**src/design/ortoc_pkg.sv**
```systemverilog
// shared types, codes and constants of the relay on/off controller
package ortoc_pkg;

    // number of relays held in the state memory (1 to 4)
    localparam int RELAY_COUNT = 4;
    localparam int RELAY_AW    = (RELAY_COUNT > 1) ? $clog2(RELAY_COUNT) : 1;

    localparam logic [15:0] TIME_LIMIT = 16'hFFFF;

    typedef enum logic [2:0] {
        MODE_ON           = 3'd0,
        MODE_OFF          = 3'd1,
        MODE_TOGGLE       = 3'd2,
        MODE_OFF_EFFECT   = 3'd3,
        MODE_RECALL_SCENE = 3'd4,
        MODE_ON_TIMED_OFF = 3'd5,
        MODE_TICK         = 3'd6
    } t_mode;

    localparam logic [1:0] BL_ON      = 2'd0;
    localparam logic [1:0] BL_OFF     = 2'd1;
    localparam logic [1:0] BL_FOLLOW  = 2'd2;
    localparam logic [1:0] BL_INVERSE = 2'd3;

    // one relay's entry in the state memory
    typedef struct packed {
        logic        relay_on;
        logic [15:0] on_ticks;
        logic [15:0] off_wait;
        logic        scene;
    } t_relay_rec;

    localparam t_relay_rec REC_RESET = '{
        relay_on: 1'b0, on_ticks: 16'd0, off_wait: 16'd0, scene: 1'b1
    };

    // command held for the update stage
    typedef struct packed {
        logic [2:0]  mode;
        logic [1:0]  relay;
        logic        only_on;
        logic [15:0] on_req;
        logic [15:0] off_req;
    } t_cmd;

    // outcome of one read-modify-write
    typedef struct packed {
        t_relay_rec rec;
        logic       inv;
        logic       running;
        logic [1:0] owner;
    } t_upd;

endpackage

```
**src/design/ortoc_ram.sv**
```systemverilog
// generic single-write, single-read memory with registered read data
module ortoc_ram #(
    parameter int WIDTH = 34,
    parameter int DEPTH = 4,
    localparam int AW = (DEPTH > 1) ? $clog2(DEPTH) : 1
) (
    input  logic             i_clk,
    input  logic             i_we,
    input  logic [AW-1:0]    i_waddr,
    input  logic [WIDTH-1:0] i_wdata,
    input  logic             i_re,
    input  logic [AW-1:0]    i_raddr,
    output logic [WIDTH-1:0] o_rdata
);

    logic [WIDTH-1:0] r_mem [DEPTH];
    logic [WIDTH-1:0] r_rdata;

    always_ff @(posedge i_clk) begin
        if (i_we) begin
            r_mem[i_waddr] <= i_wdata;
        end
        if (i_re) begin
            r_rdata <= r_mem[i_raddr];
        end
    end

    assign o_rdata = r_rdata;

endmodule

```
**src/design/ortoc_update.sv**
```systemverilog
// next-state logic for one relay entry and the shared countdown
module ortoc_update
    import ortoc_pkg::*;
(
    input  t_cmd       i_cmd,
    input  logic       i_rel_ok,
    input  t_relay_rec i_rec,
    input  logic       i_running,
    input  logic [1:0] i_owner,
    output t_upd       o_upd
);

    logic [15:0] w_on_dec;
    logic [15:0] w_off_dec;

    assign w_on_dec  = i_rec.on_ticks - 16'd1;
    assign w_off_dec = i_rec.off_wait - 16'd1;

    function automatic t_relay_rec drive(t_relay_rec rec, logic lvl);
        t_relay_rec res;
        res = rec;
        if (lvl) begin
            res.scene    = 1'b1;
            res.relay_on = 1'b1;
            if (rec.on_ticks == 16'd0) begin
                res.off_wait = 16'd0;
            end
        end else begin
            res.relay_on = 1'b0;
            res.on_ticks = 16'd0;
        end
        return res;
    endfunction

    always_comb begin
        t_relay_rec v_rec;
        v_rec         = i_rec;
        o_upd.rec     = i_rec;
        o_upd.inv     = 1'b0;
        o_upd.running = i_running;
        o_upd.owner   = i_owner;

        if (t_mode'(i_cmd.mode) == MODE_TICK) begin
            if (i_running) begin
                if (!i_rel_ok) begin
                    o_upd.running = 1'b0;
                end else begin
                    if (i_rec.relay_on && i_rec.on_ticks != 16'd0) begin
                        o_upd.rec.on_ticks = w_on_dec;
                        // on time expired: relay drops, off-wait cleared
                        if (w_on_dec == 16'd0) begin
                            o_upd.rec.off_wait = 16'd0;
                            o_upd.rec.relay_on = 1'b0;
                            o_upd.inv          = 1'b1;
                        end
                    end else if (!i_rec.relay_on && i_rec.off_wait != 16'd0) begin
                        o_upd.rec.off_wait = w_off_dec;
                    end
                    if (o_upd.rec.on_ticks == 16'd0 && o_upd.rec.off_wait == 16'd0) begin
                        o_upd.running = 1'b0;
                    end
                end
            end
        end else if (i_rel_ok) begin
            case (t_mode'(i_cmd.mode))
                MODE_ON: begin
                    o_upd.rec = drive(i_rec, 1'b1);
                    o_upd.inv = 1'b1;
                end
                MODE_OFF: begin
                    o_upd.rec = drive(i_rec, 1'b0);
                    o_upd.inv = 1'b1;
                end
                MODE_TOGGLE: begin
                    o_upd.rec = drive(i_rec, !i_rec.relay_on);
                    o_upd.inv = 1'b1;
                end
                MODE_OFF_EFFECT: begin
                    v_rec.scene = 1'b0;
                    o_upd.rec   = drive(v_rec, 1'b0);
                    o_upd.inv   = 1'b1;
                end
                MODE_RECALL_SCENE: begin
                    o_upd.rec.scene = 1'b1;
                end
                MODE_ON_TIMED_OFF: begin
                    if (!(i_cmd.only_on && !i_rec.relay_on)) begin
                        if (i_rec.off_wait != 16'd0 && !i_rec.relay_on) begin
                            // already waiting off: only shorten the wait
                            if (i_cmd.off_req < i_rec.off_wait) begin
                                v_rec.off_wait = i_cmd.off_req;
                            end
                        end else begin
                            if (i_cmd.on_req > i_rec.on_ticks) begin
                                v_rec.on_ticks = i_cmd.on_req;
                            end
                            v_rec.off_wait = i_cmd.off_req;
                            v_rec          = drive(v_rec, 1'b1);
                            o_upd.inv      = 1'b1;
                        end
                        o_upd.rec = v_rec;
                        if (v_rec.on_ticks != TIME_LIMIT && v_rec.off_wait != TIME_LIMIT &&
                            (v_rec.on_ticks != 16'd0 || v_rec.off_wait != 16'd0)) begin
                            o_upd.running = 1'b1;
                            o_upd.owner   = i_cmd.relay;
                        end
                    end
                end
                default: begin
                end
            endcase
        end
    end

endmodule

```
**src/design/onoff_relay_timed_off_ctrl.sv**
```systemverilog
// top level of the relay on/off controller with timed-off countdown
// o_valid rises when the calc state loads the output register after the input transfer; calc waits for room there
// one item in work at a time, set by the read-then-write turn on the state memory
// a waiting result still lets one more input transfer in, after that the input closes
// reset (synchronous, active low): relays off, times zero, scene flags set,
// countdown stopped, backlight modes 0xaa; no clearing pass, per-entry valid bits
module onoff_relay_timed_off_ctrl
    import ortoc_pkg::*;
(
    input  logic        i_clk,
    input  logic        i_rst_n,
    // input channel
    input  logic        i_valid,
    output logic        o_ready,
    input  logic [2:0]  i_mode,
    input  logic [1:0]  i_relay,
    input  logic        i_accept_only_when_on,
    input  logic [15:0] i_on_time_request,
    input  logic [15:0] i_off_wait_request,
    // configuration
    input  logic        i_cfg_we,
    input  logic [7:0]  i_cfg_data,
    // result channel
    output logic        o_valid,
    input  logic        i_ready,
    output logic [1:0]  o_relay_index,
    output logic        o_relay_on,
    output logic        o_backlight_lit,
    output logic [15:0] o_on_time,
    output logic [15:0] o_off_wait_time,
    output logic        o_global_scene_control,
    output logic        o_scene_invalidated,
    output logic        o_timer_active,
    output logic [1:0]  o_timer_relay
);

    typedef enum logic {
        S_IDLE,
        S_CALC
    } t_state;

    t_state r_state;

    // captured command; relay field already holds the reported relay
    t_cmd r_cmd;

    // shared countdown
    logic       r_running;
    logic [1:0] r_owner;

    // backlight mode register
    logic [7:0] r_backlight_modes;

    // per-entry valid bits: an entry never written reads as its reset value
    logic [RELAY_COUNT-1:0] r_entry_valid;

    // output register
    logic        r_o_valid;
    logic [1:0]  r_o_relay_index;
    logic        r_o_relay_on;
    logic        r_o_backlight_lit;
    logic [15:0] r_o_on_time;
    logic [15:0] r_o_off_wait_time;
    logic        r_o_scene_ctrl;
    logic        r_o_scene_inv;
    logic        r_o_timer_active;
    logic [1:0]  r_o_timer_relay;

    logic                         w_in_xfer;
    logic                         w_out_free;
    logic                         w_commit;
    logic [1:0]                   w_rel_in;
    logic [RELAY_AW-1:0]          w_rd_addr;
    logic [RELAY_AW-1:0]          w_wr_addr;
    logic                         w_rel_ok;
    logic [$bits(t_relay_rec)-1:0] w_rdata;
    t_relay_rec                   w_rec_cur;
    t_upd                         w_upd;
    logic [1:0]                   w_bm;
    logic                         w_backlight;

    assign o_ready    = (r_state == S_IDLE);
    assign w_in_xfer  = i_valid && o_ready;
    // output register free this cycle, or being drained
    assign w_out_free = !r_o_valid || i_ready;
    assign w_commit   = (r_state == S_CALC) && w_out_free;

    // a tick addresses the countdown owner
    assign w_rel_in  = (t_mode'(i_mode) == MODE_TICK) ? r_owner : i_relay;
    assign w_rd_addr = w_rel_in[RELAY_AW-1:0];
    assign w_wr_addr = r_cmd.relay[RELAY_AW-1:0];
    assign w_rel_ok  = {1'b0, r_cmd.relay} < 3'(RELAY_COUNT);

    // relay state memory: read on transfer, written back on commit
    ortoc_ram #(
        .WIDTH ($bits(t_relay_rec)),
        .DEPTH (RELAY_COUNT)
    ) u_state_ram (
        .i_clk   (i_clk),
        .i_we    (w_commit && w_rel_ok),
        .i_waddr (w_wr_addr),
        .i_wdata (w_upd.rec),
        .i_re    (w_in_xfer),
        .i_raddr (w_rd_addr),
        .o_rdata (w_rdata)
    );

    assign w_rec_cur = r_entry_valid[w_wr_addr] ? t_relay_rec'(w_rdata) : REC_RESET;

    ortoc_update u_update (
        .i_cmd     (r_cmd),
        .i_rel_ok  (w_rel_ok),
        .i_rec     (w_rec_cur),
        .i_running (r_running),
        .i_owner   (r_owner),
        .o_upd     (w_upd)
    );

    // backlight level of the reported relay
    assign w_bm = r_backlight_modes[{r_cmd.relay, 1'b0} +: 2];

    always_comb begin
        case (w_bm)
            BL_ON:      w_backlight = 1'b1;
            BL_OFF:     w_backlight = 1'b0;
            BL_FOLLOW:  w_backlight = w_upd.rec.relay_on;
            BL_INVERSE: w_backlight = !w_upd.rec.relay_on;
            default:    w_backlight = 1'b0;
        endcase
    end

    always_ff @(posedge i_clk) begin
        if (!i_rst_n) begin
            r_backlight_modes <= 8'd170;
        end else if (i_cfg_we) begin
            r_backlight_modes <= i_cfg_data;
        end
    end

    always_ff @(posedge i_clk) begin
        if (!i_rst_n) begin
            r_state       <= S_IDLE;
            r_running     <= 1'b0;
            r_owner       <= 2'd0;
            r_entry_valid <= '0;
            r_o_valid     <= 1'b0;
        end else begin
            // output drained by the consumer
            if (r_o_valid && i_ready) begin
                r_o_valid <= 1'b0;
            end
            case (r_state)
                S_IDLE: begin
                    if (w_in_xfer) begin
                        r_cmd.mode    <= i_mode;
                        r_cmd.relay   <= w_rel_in;
                        r_cmd.only_on <= i_accept_only_when_on;
                        r_cmd.on_req  <= i_on_time_request;
                        r_cmd.off_req <= i_off_wait_request;
                        r_state       <= S_CALC;
                    end
                end
                S_CALC: begin
                    // memory data is held until the output register has room
                    if (w_out_free) begin
                        if (w_rel_ok) begin
                            r_entry_valid[w_wr_addr] <= 1'b1;
                        end
                        r_running         <= w_upd.running;
                        r_owner           <= w_upd.owner;
                        r_o_valid         <= 1'b1;
                        r_o_relay_index   <= r_cmd.relay;
                        r_o_relay_on      <= w_rel_ok && w_upd.rec.relay_on;
                        r_o_backlight_lit <= w_rel_ok && w_backlight;
                        r_o_on_time       <= w_rel_ok ? w_upd.rec.on_ticks : 16'd0;
                        r_o_off_wait_time <= w_rel_ok ? w_upd.rec.off_wait : 16'd0;
                        r_o_scene_ctrl    <= w_rel_ok && w_upd.rec.scene;
                        r_o_scene_inv     <= w_rel_ok && w_upd.inv;
                        r_o_timer_active  <= w_upd.running;
                        r_o_timer_relay   <= w_upd.owner;
                        r_state           <= S_IDLE;
                    end
                end
                default: begin
                    r_state <= S_IDLE;
                end
            endcase
        end
    end

    assign o_valid                = r_o_valid;
    assign o_relay_index          = r_o_relay_index;
    assign o_relay_on             = r_o_relay_on;
    assign o_backlight_lit        = r_o_backlight_lit;
    assign o_on_time              = r_o_on_time;
    assign o_off_wait_time        = r_o_off_wait_time;
    assign o_global_scene_control = r_o_scene_ctrl;
    assign o_scene_invalidated    = r_o_scene_inv;
    assign o_timer_active         = r_o_timer_active;
    assign o_timer_relay          = r_o_timer_relay;

endmodule

```
**config.mk**
```make
export PLATFORM = sky130hd
export DESIGN_NAME = onoff_relay_timed_off_ctrl
export DESIGN_NICKNAME = d
export VERILOG_FILES = /design/src/design/ortoc_pkg.sv /design/src/design/ortoc_ram.sv /design/src/design/ortoc_update.sv /design/src/design/onoff_relay_timed_off_ctrl.sv
export SDC_FILE = /design/constraint.sdc
export NUM_CORES = 1
export LEC_CHECK = 0
export ABC_CLOCK_PERIOD_IN_PS = 14000
export BUFFER_PORTS_ARGS = -buffer_cell sky130_fd_sc_hd__buf_2
export CAP_MARGIN = 10
export CORE_AREA = 3 3 176 178
export CTS_BUF_LIST = sky130_fd_sc_hd__clkbuf_2 sky130_fd_sc_hd__clkbuf_4 sky130_fd_sc_hd__clkbuf_8
export CTS_CLUSTER_DIAMETER = 150
export DETAILED_ROUTE_END_ITERATION = 8
export DIE_AREA = 0 0 179 181
export PLACE_DENSITY = 0.72
export SLEW_MARGIN = 10
export SYNTH_ARGS = -nofsm -noshare
export SYNTH_HDL_FRONTEND = slang
export SYNTH_SLANG_ARGS = --single-unit
```
**constraint.sdc**
```tcl
create_clock -name i_clk -period 14 [get_ports i_clk]
set_clock_uncertainty 0.2 [all_clocks]
set_input_delay 1.4 -clock i_clk [delete_from_list [all_inputs] [get_ports i_clk]]
set_output_delay 1.4 -clock i_clk [all_outputs]
set_load 0.01 [all_outputs]
```
==> results of run 1 <==
## worst max-delay path, stage by stage (launching register included)
cell,delay [ns]
edfxtp_1,0.60
mux4_2,0.42
buf_4,0.58
and2_1,0.32
inv_1,0.09
ha_1,0.32
nand4_1,0.22
a2111o_1,0.45
a31oi_1,0.58
mux2i_1,0.27
buf_4,0.20
and3_1,0.17
o21ai_1,0.08
or2_2,0.34
a221oi_1,0.59
## registers in the layout (all words and copies together) (netlist names)
| name | flops |
|---|---|
| o_relay_on | 1 |
| r_owner | 2 |
| r_backlight_modes | 8 |
| o_on_time | 16 |
| o_timer_active | 1 |
| r_entry_valid | 4 |
| o_off_wait_time | 16 |
| r_running | 1 |
| o_valid | 1 |
| o_backlight_lit | 1 |
| r_state | 1 |
| o_scene_invalidated | 1 |
| r_cmd | 36 |
| o_timer_relay | 2 |
| u_state_ram.o_rdata | 34 |
| o_relay_index | 2 |
| o_global_scene_control | 1 |
| u_state_ram.r_mem | 136 |
| w_wr_addr | 2 |
## stage by stage
step | setup WS, ns | utilization
floorplan | 8.59 | -
CTS | 8.35 | 0.511
finish | 8.26 | 0.511
global route | 7.80 | 0.511
detailed placement | 8.35 | 0.479
global placement | 8.44 | 0.479
## synthesized netlist by cell type (all sizes together) (16+ instances only)
| library cell | count |
|---|---|
| clkbuf | 54 |
| edfxtp | 249 |
| ha | 34 |
| nand3 | 19 |
| nor4 | 24 |
| nand4 | 29 |
| dfxtp | 17 |
| a31oi | 54 |
| a21oi | 75 |
| nor2 | 79 |
| nor3 | 20 |
| inv | 16 |
| and3 | 37 |
| nand2 | 236 |
| mux2i | 22 |
| o21ai | 47 |
## logic make-up after synthesis
logic type	Yosys count
xor+xnor	7
simple gates	496
compound gates	293
buf+inv	86
fa+ha+maj	34
flops	266
mux	30
## worst paths after layout
kind	startpoint	end	slack, ns
setup / recovery	w_wr_addr[0]	u_state_ram.r_mem[0][15]	8.26
hold / removal	r_backlight_modes[7]	r_backlight_modes[7]	0.27
setup reg to reg	w_wr_addr[0]	u_state_ram.r_mem[0][15]	8.26
hold reg to reg	r_backlight_modes[7]	r_backlight_modes[7]	0.27
## power by group
group | internal [uW] | total (uW) | leakage [uW] | switching, uW
clock | 432 | 737 | 0.000491 | 306
combinational | 57.2 | 172 | 0.00238 | 115
sequential | 904 | 937 | 0.00246 | 33.0
total | 1390 | 1850 | 0.00534 | 453
## area by class of cell
type                    count  area, um^2  share of cell area
multi-input cells         860        5170               0.342
clock buffers              58         729              0.0483
well taps                 390         488              0.0323
clock inverters            20         219              0.0145
flip-flops and latches    266        7820               0.518
repair buffers            111         601              0.0398
inverters                  19        71.3             0.00473
## layer usage
layer  GRT usage  share of wire  vias to the layer above
met5           0              0                        -
met4       0.108          0.045                        0
met3      0.0404          0.076                      130
met2       0.394           0.47                      502
met1       0.332           0.41                     5157
li1            -              -                     4832
==> results.md, run 1 <==
- Largest fanout on the critical path: between 70 and 80
- WP data arrival: about 5.8 ns
- WHS Path Cells: 2
- CTS buffer count: 44
- Post-Synth Simple-Gate Area: 0.176
- Remaining Overflow, GRT: 0
- Reg clk slew, reported paths: 0.06 ns
- HP Class: flip-flop to flip-flop
- Clock sinks: between 200 and 300
- CTS root buf: clkbuf_8
- Tmin final: 5.74 ns
- Peak VDD IR: around 90 uV
- Achievable Freq: around 0.17 GHz
- GRT Total Usage: 0.247
- Synthesized net count: roughly 1300
- H-Tree Depth: 2
- PostCTS Resize Cnt: 0
- Flops & latches, synth: 266
- Boundary pin count: 94
- First-pass GRT wire length: 61400 um
- Initial antenna violation count: 1
- R2r worst-path depth: 14
- DR pass1 iterations: 5
- YS warnings: 0
- Die area: ~0.032 mm^2
- HPWL after detailed placement: 27300 um
- Status: completed
- Cell taking the most area after synthesis: edfxtp_1
- Worst setup EP type: flip-flop
- Seq/Total Area, Yosys: 0.588
- Final Routed Wirelength: approximately 40000 um
- Overall Power: approximately 1800 uW
- Port Buffers: slightly above 90
- Area share of fa/ha/maj cells after synthesis: 0.0320
- Worst hold slack: approximately 0.27 ns
- WL per Instance: around 23 um
- Unrepaired setup endpoints after global routing: false
- Most frequent cells in the layout: edfxtp_1 (249), nand2_1 (235), buf_2 (93)
- Synthesized instance count: roughly 1200
- Static Leakage: 0.00534 uW
- Setup Total Neg Slack: 0 ns
- Startpoint types: flip-flop
- Most used DFF post-synth: edfxtp_1
- Synth top area share: 0.563
- Slew HR: 0.272
- Chip height: 181 um
- Actual slew at the worst max-slew pin: between 1 and 1.5 ns
- Post-synth EDFFs: ~250
- Commonest non-fill, non-tap cell in the layout: edfxtp_1
- Netlist cell types: just under 80
- Clock Latency Late Sink: ~0.56 ns
- Largest net degree at the start of global routing: 72
- Area grow syn2layout: 13.5%
- Vias: 10600
- Initial Utilization: 0.450
- Largest family of logic cells by synthesized area: simple AND/OR/NAND/NOR gates
- Post-CTS Setup Inserts: 0
- Max-cap viol count: 0
- Die Wd: 179 um
- TritonCTS clock tree: built
- Nets: 1387
- Share of post-route cells with drive strength above 1: 0.162
- Final period utilization: 0.410
- Critical path class: flip-flop to flip-flop
- Ranking of synthesized cells by area: edfxtp_1 (56%), nand2_1 (6.6%), ha_1 (3.2%)
- Crit path required time: around 14 ns
- Clock buffer depth: 3
- Via density: approximately 6.2
- Placed Cells: around 1600
- Filler instances: about 2600
- Fin area: 0.0151 mm^2
- Post-route ant nets: 0
- XOR/XNOR share of the synthesized area: 0.00461
- Netlist Area Pre-Place: between 0.01 and 0.015 mm^2
- Final std cells w/o fill: between 1500 and 2000
- Final hold vios: 0
- Vias in the first global route: approximately 10000
- Iter 0 DRT Violations: 1271
- Async SR Flop Fraction: 0
- Antenna Cells: 0
- Cell Area, Placed: 0.0141 mm^2
- DRC Markers: 0
- Pins over their slew limit: 0
- Hold-fix buffers at CTS: 0
- Syn avg cell area: roughly 11 um^2
- GPL Wtd Cong: 0.977
- Pwr dens: between 100 and 150 mW/mm^2
- Core area: just under 0.03 mm^2
- Compound-Gate Fraction of Synth Area: 0.146
- Finish-stage setup viols: 0
- Row Count: 63
- Post-synthesis mux area share: 0.0259
No activity file was read; power rests on OpenSTA's default activity.
==> run 2: changes to the inputs <==
Settings changed: ABC_AREA from default to 1, ABC_CLOCK_PERIOD_IN_PS 14000 to 5350, CORE_AREA 3 3 176 178 to 3 3 182 184, DIE_AREA 0 0 179 181 to 0 0 185 187.
Clock period 14 ns to 5.35 ns, I/O delays scaled along.
==> run 2 against run 1 <==
Against the previous run: global-route usage fell by 1.2 points; first-iteration DRC count about the same; sequential power rose to 2.6 times the previous value; area after synthesis rose by 6.9%; via count increased by 13%; flip-flop and latch count unchanged; critical endpoint is now o_timer_relay[0]; highest routed layer is now met5; critical path depth up 17; total power rose to 2.8 times the previous value; non-clock buffer count grew 78; synthesized cell count up 27%; count of clock-buffer cells in the layout fell by 2.
==> results.md, run 2 <==
- Final period utilization: 0.904
- H-Tree Depth: 2
- Final core occ: 0.528
- Final Routed Wirelength: about 41000 um
- Cell taking the most area after synthesis: edfxtp_1
- Worst setup EP type: flip-flop
- Slew HR: 0.209
- Max-cap viol count: 0
- Final hold vios: 0
- Setup Total Neg Slack: 0 ns
- Max reg flops: between 100 and 150
- CTS buffer count: 43
- Seq/Total Area, Yosys: 0.550
- Cell mode on critical path: nand2_1
- Post-CTS Setup Inserts: 0
- Static Leakage: between 0.007 and 0.008 uW
- DR pass1 iterations: 5
- YS warnings: 0
- Flop-to-flop setup slack: a little over 0.5 ns
- Most numerous cell in the Yosys netlist: nand2_1
- FF-to-FF End: o_timer_relay[0]
- Post-synth EDFFs: ~250
- Area grow syn2layout: 17.2%
- Vias in the first global route: 11100
- Clock buffer depth: 3
- Netlist cell types: 53
- Row Count: 65
- Max stage delay on crit path: approximately 0.47 ns
- Iter 0 DRT Violations: 1270
- Remaining Overflow, GRT: 0
- First-pass GRT wire length: about 63000 um
- WHS Path Cells: 2
- Most used DFF post-synth: edfxtp_1
- Nets: about 1800
- Placed Cells: between 2000 and 2500
- Commonest cells in the netlist: nand2_1 (429), edfxtp_1 (249), nor2_1 (158)
- CTS root buf: clkbuf_8
- Pwr dens: 308 mW/mm^2
- Critical path class: flip-flop to flip-flop
- Port Buffers: 93
- Peak VDD IR: slightly above 200 uV
- GPL Wtd Cong: 0.994
- DRC Markers: 0
- Largest fanout on the critical path: 16
- WP buf/inv: 3
- Pins over their slew limit: 0
- Unrepaired setup endpoints after global routing: false
- Via density: 5.57
- WP data arrival: 4.97 ns
- Synthesized instance count: about 1500
- WL per Instance: slightly below 20 um
- Initial Utilization: 0.450
- Crit path from: w_wr_addr[0]
- Startpoint types: flip-flop
- HPWL after detailed placement: roughly 29000 um
- Tmin final: approximately 4.8 ns
- Reg with most FFs: u_state_ram.r_mem
- Vias: approximately 12000
- Crit path required time: approximately 5.5 ns
- Actual slew at the worst max-slew pin: 1.18 ns
- Achievable Freq: a little over 0.2 GHz
- Antenna Cells: 0
- Largest net degree at the start of global routing: just under 70
- Delay-heaviest family, CP: simple AND/OR/NAND/NOR gates
- Crit path to: o_timer_relay[0]
- Netlist Area Pre-Place: 0.0142 mm^2
- Chip height: 187 um
- Synthesized net count: 1630
- Boundary pin count: 94
- Reg2Reg Launch Point: w_wr_addr[0]
- Critical Path Stages: 31
- Share of post-route cells with drive strength above 1: 0.170
- Core area: between 0.03 and 0.04 mm^2
- Most frequent cells in the layout: nand2_1 (429), edfxtp_1 (249), nor2_1 (152)
- Finish-stage setup viols: 0
- Critical path's slowest cell: edfxtp_1
- GRT Total Usage: 0.234
- R2r worst-path depth: 31
- Die area: between 0.03 and 0.04 mm^2
- Clock Latency Late Sink: between 0.5 and 0.6 ns
- Synth top area share: 0.526
- Commonest non-fill, non-tap cell in the layout: nand2_1
- TritonCTS clock tree: built
- Reg clk slew, reported paths: around 0.06 ns
- HP Class: input port to flip-flop
- Die Wd: 185 um
- Final std cells w/o fill: approximately 2200
- Clock sinks: between 200 and 300
- Status: completed
- Flops & latches, synth: about 270
- Ranking of synthesized cells by area: edfxtp_1 (53%), nand2_1 (11%), nor2_1 (4.2%)
- Initial antenna violation count: 1
- Post-route ant nets: 0
- Syn avg cell area: just over 9 um^2
- Async SR Flop Fraction: 0
==> run 2: cell types whose count changed in the layout (fill, tap and decap cells not counted), sizes merged, moves of 14 or more <==
cell         change
nand2          +222
inv            +103
nor2            +86
nand3           +84
o21ai           +82
a31oi           -52
dlygate4sd3     +45
and3            -37
buf             +33
a32oi           +30
nor4            -23
mux2i           -22
nand4           -22
nor3            -14
==> run 2: cells by family after synthesis <==
kind of cell,count (synthesis),synth area share
xor+xnor,11,0.00784
flops,266,0.550
compound gates,305,0.131
fa+ha+maj,34,0.0299
simple gates,744,0.225
buf+inv,185,0.0565
==> run 2: per-layer routing <==
| layer | vias to the layer above | wire, um | track usage |
|---|---|---|---|
| li1 | 5701 | - | - |
| met3 | 66 | 3690 | 0.0469 |
| met2 | 545 | 17500 | 0.337 |
| met4 | 2 | 1010 | 0.0678 |
| met5 | - | 12 | 0 |
| met1 | 5675 | 19200 | 0.358 |
==> run 2: layout make-up <==
class	instances	area (um^2)
inverter	122	460
clock inverter	22	188
tap	402	503
multi-input combinational	1094	5670
sequential	266	7820
fill	2835	14900
timing repair buffer	189	1300
clock buffer	56	714
==> run 2: timing repair <==
item                                    CTS  global route
endpoints found under the setup margin    0             2
hold endpoints to repair                 45             0
resized for setup                         0             2
hold buffers                             45             0
==> run 2: per-stage QoR <==
step           hold slack, ns  instance area, um^2  setup WS, ns  total power (uW)
3_3_place_gp            0.241                15300         0.603              3270
4_1_cts                0.0120                16600         0.482              5150
5_1_grt                0.0424                16600        0.0569              5370
2_1_floorplan           0.226                14200          1.23              3030
6_report               0.0454                16600         0.512              5130
3_5_place_dp            0.251                15300         0.468              3270
==> run 2: worst min path at each step <==
stage                          from                   end  slack [ns]
6_report                    i_rst_n  r_backlight_modes[7]        0.05
5_1_grt                     i_rst_n  r_backlight_modes[7]        0.04
4_1_cts                     i_rst_n  r_backlight_modes[7]        0.01
3_5_place_dp   r_backlight_modes[7]  r_backlight_modes[7]        0.25
3_3_place_gp             r_owner[0]            r_owner[0]        0.24
2_1_floorplan            r_owner[0]            r_owner[0]        0.23
==> run 2: report_power, final <==
group	switching (uW)	internal [uW]
logic	577	267
clock network	838	1020
registers	51.5	2370
total	1470	3660
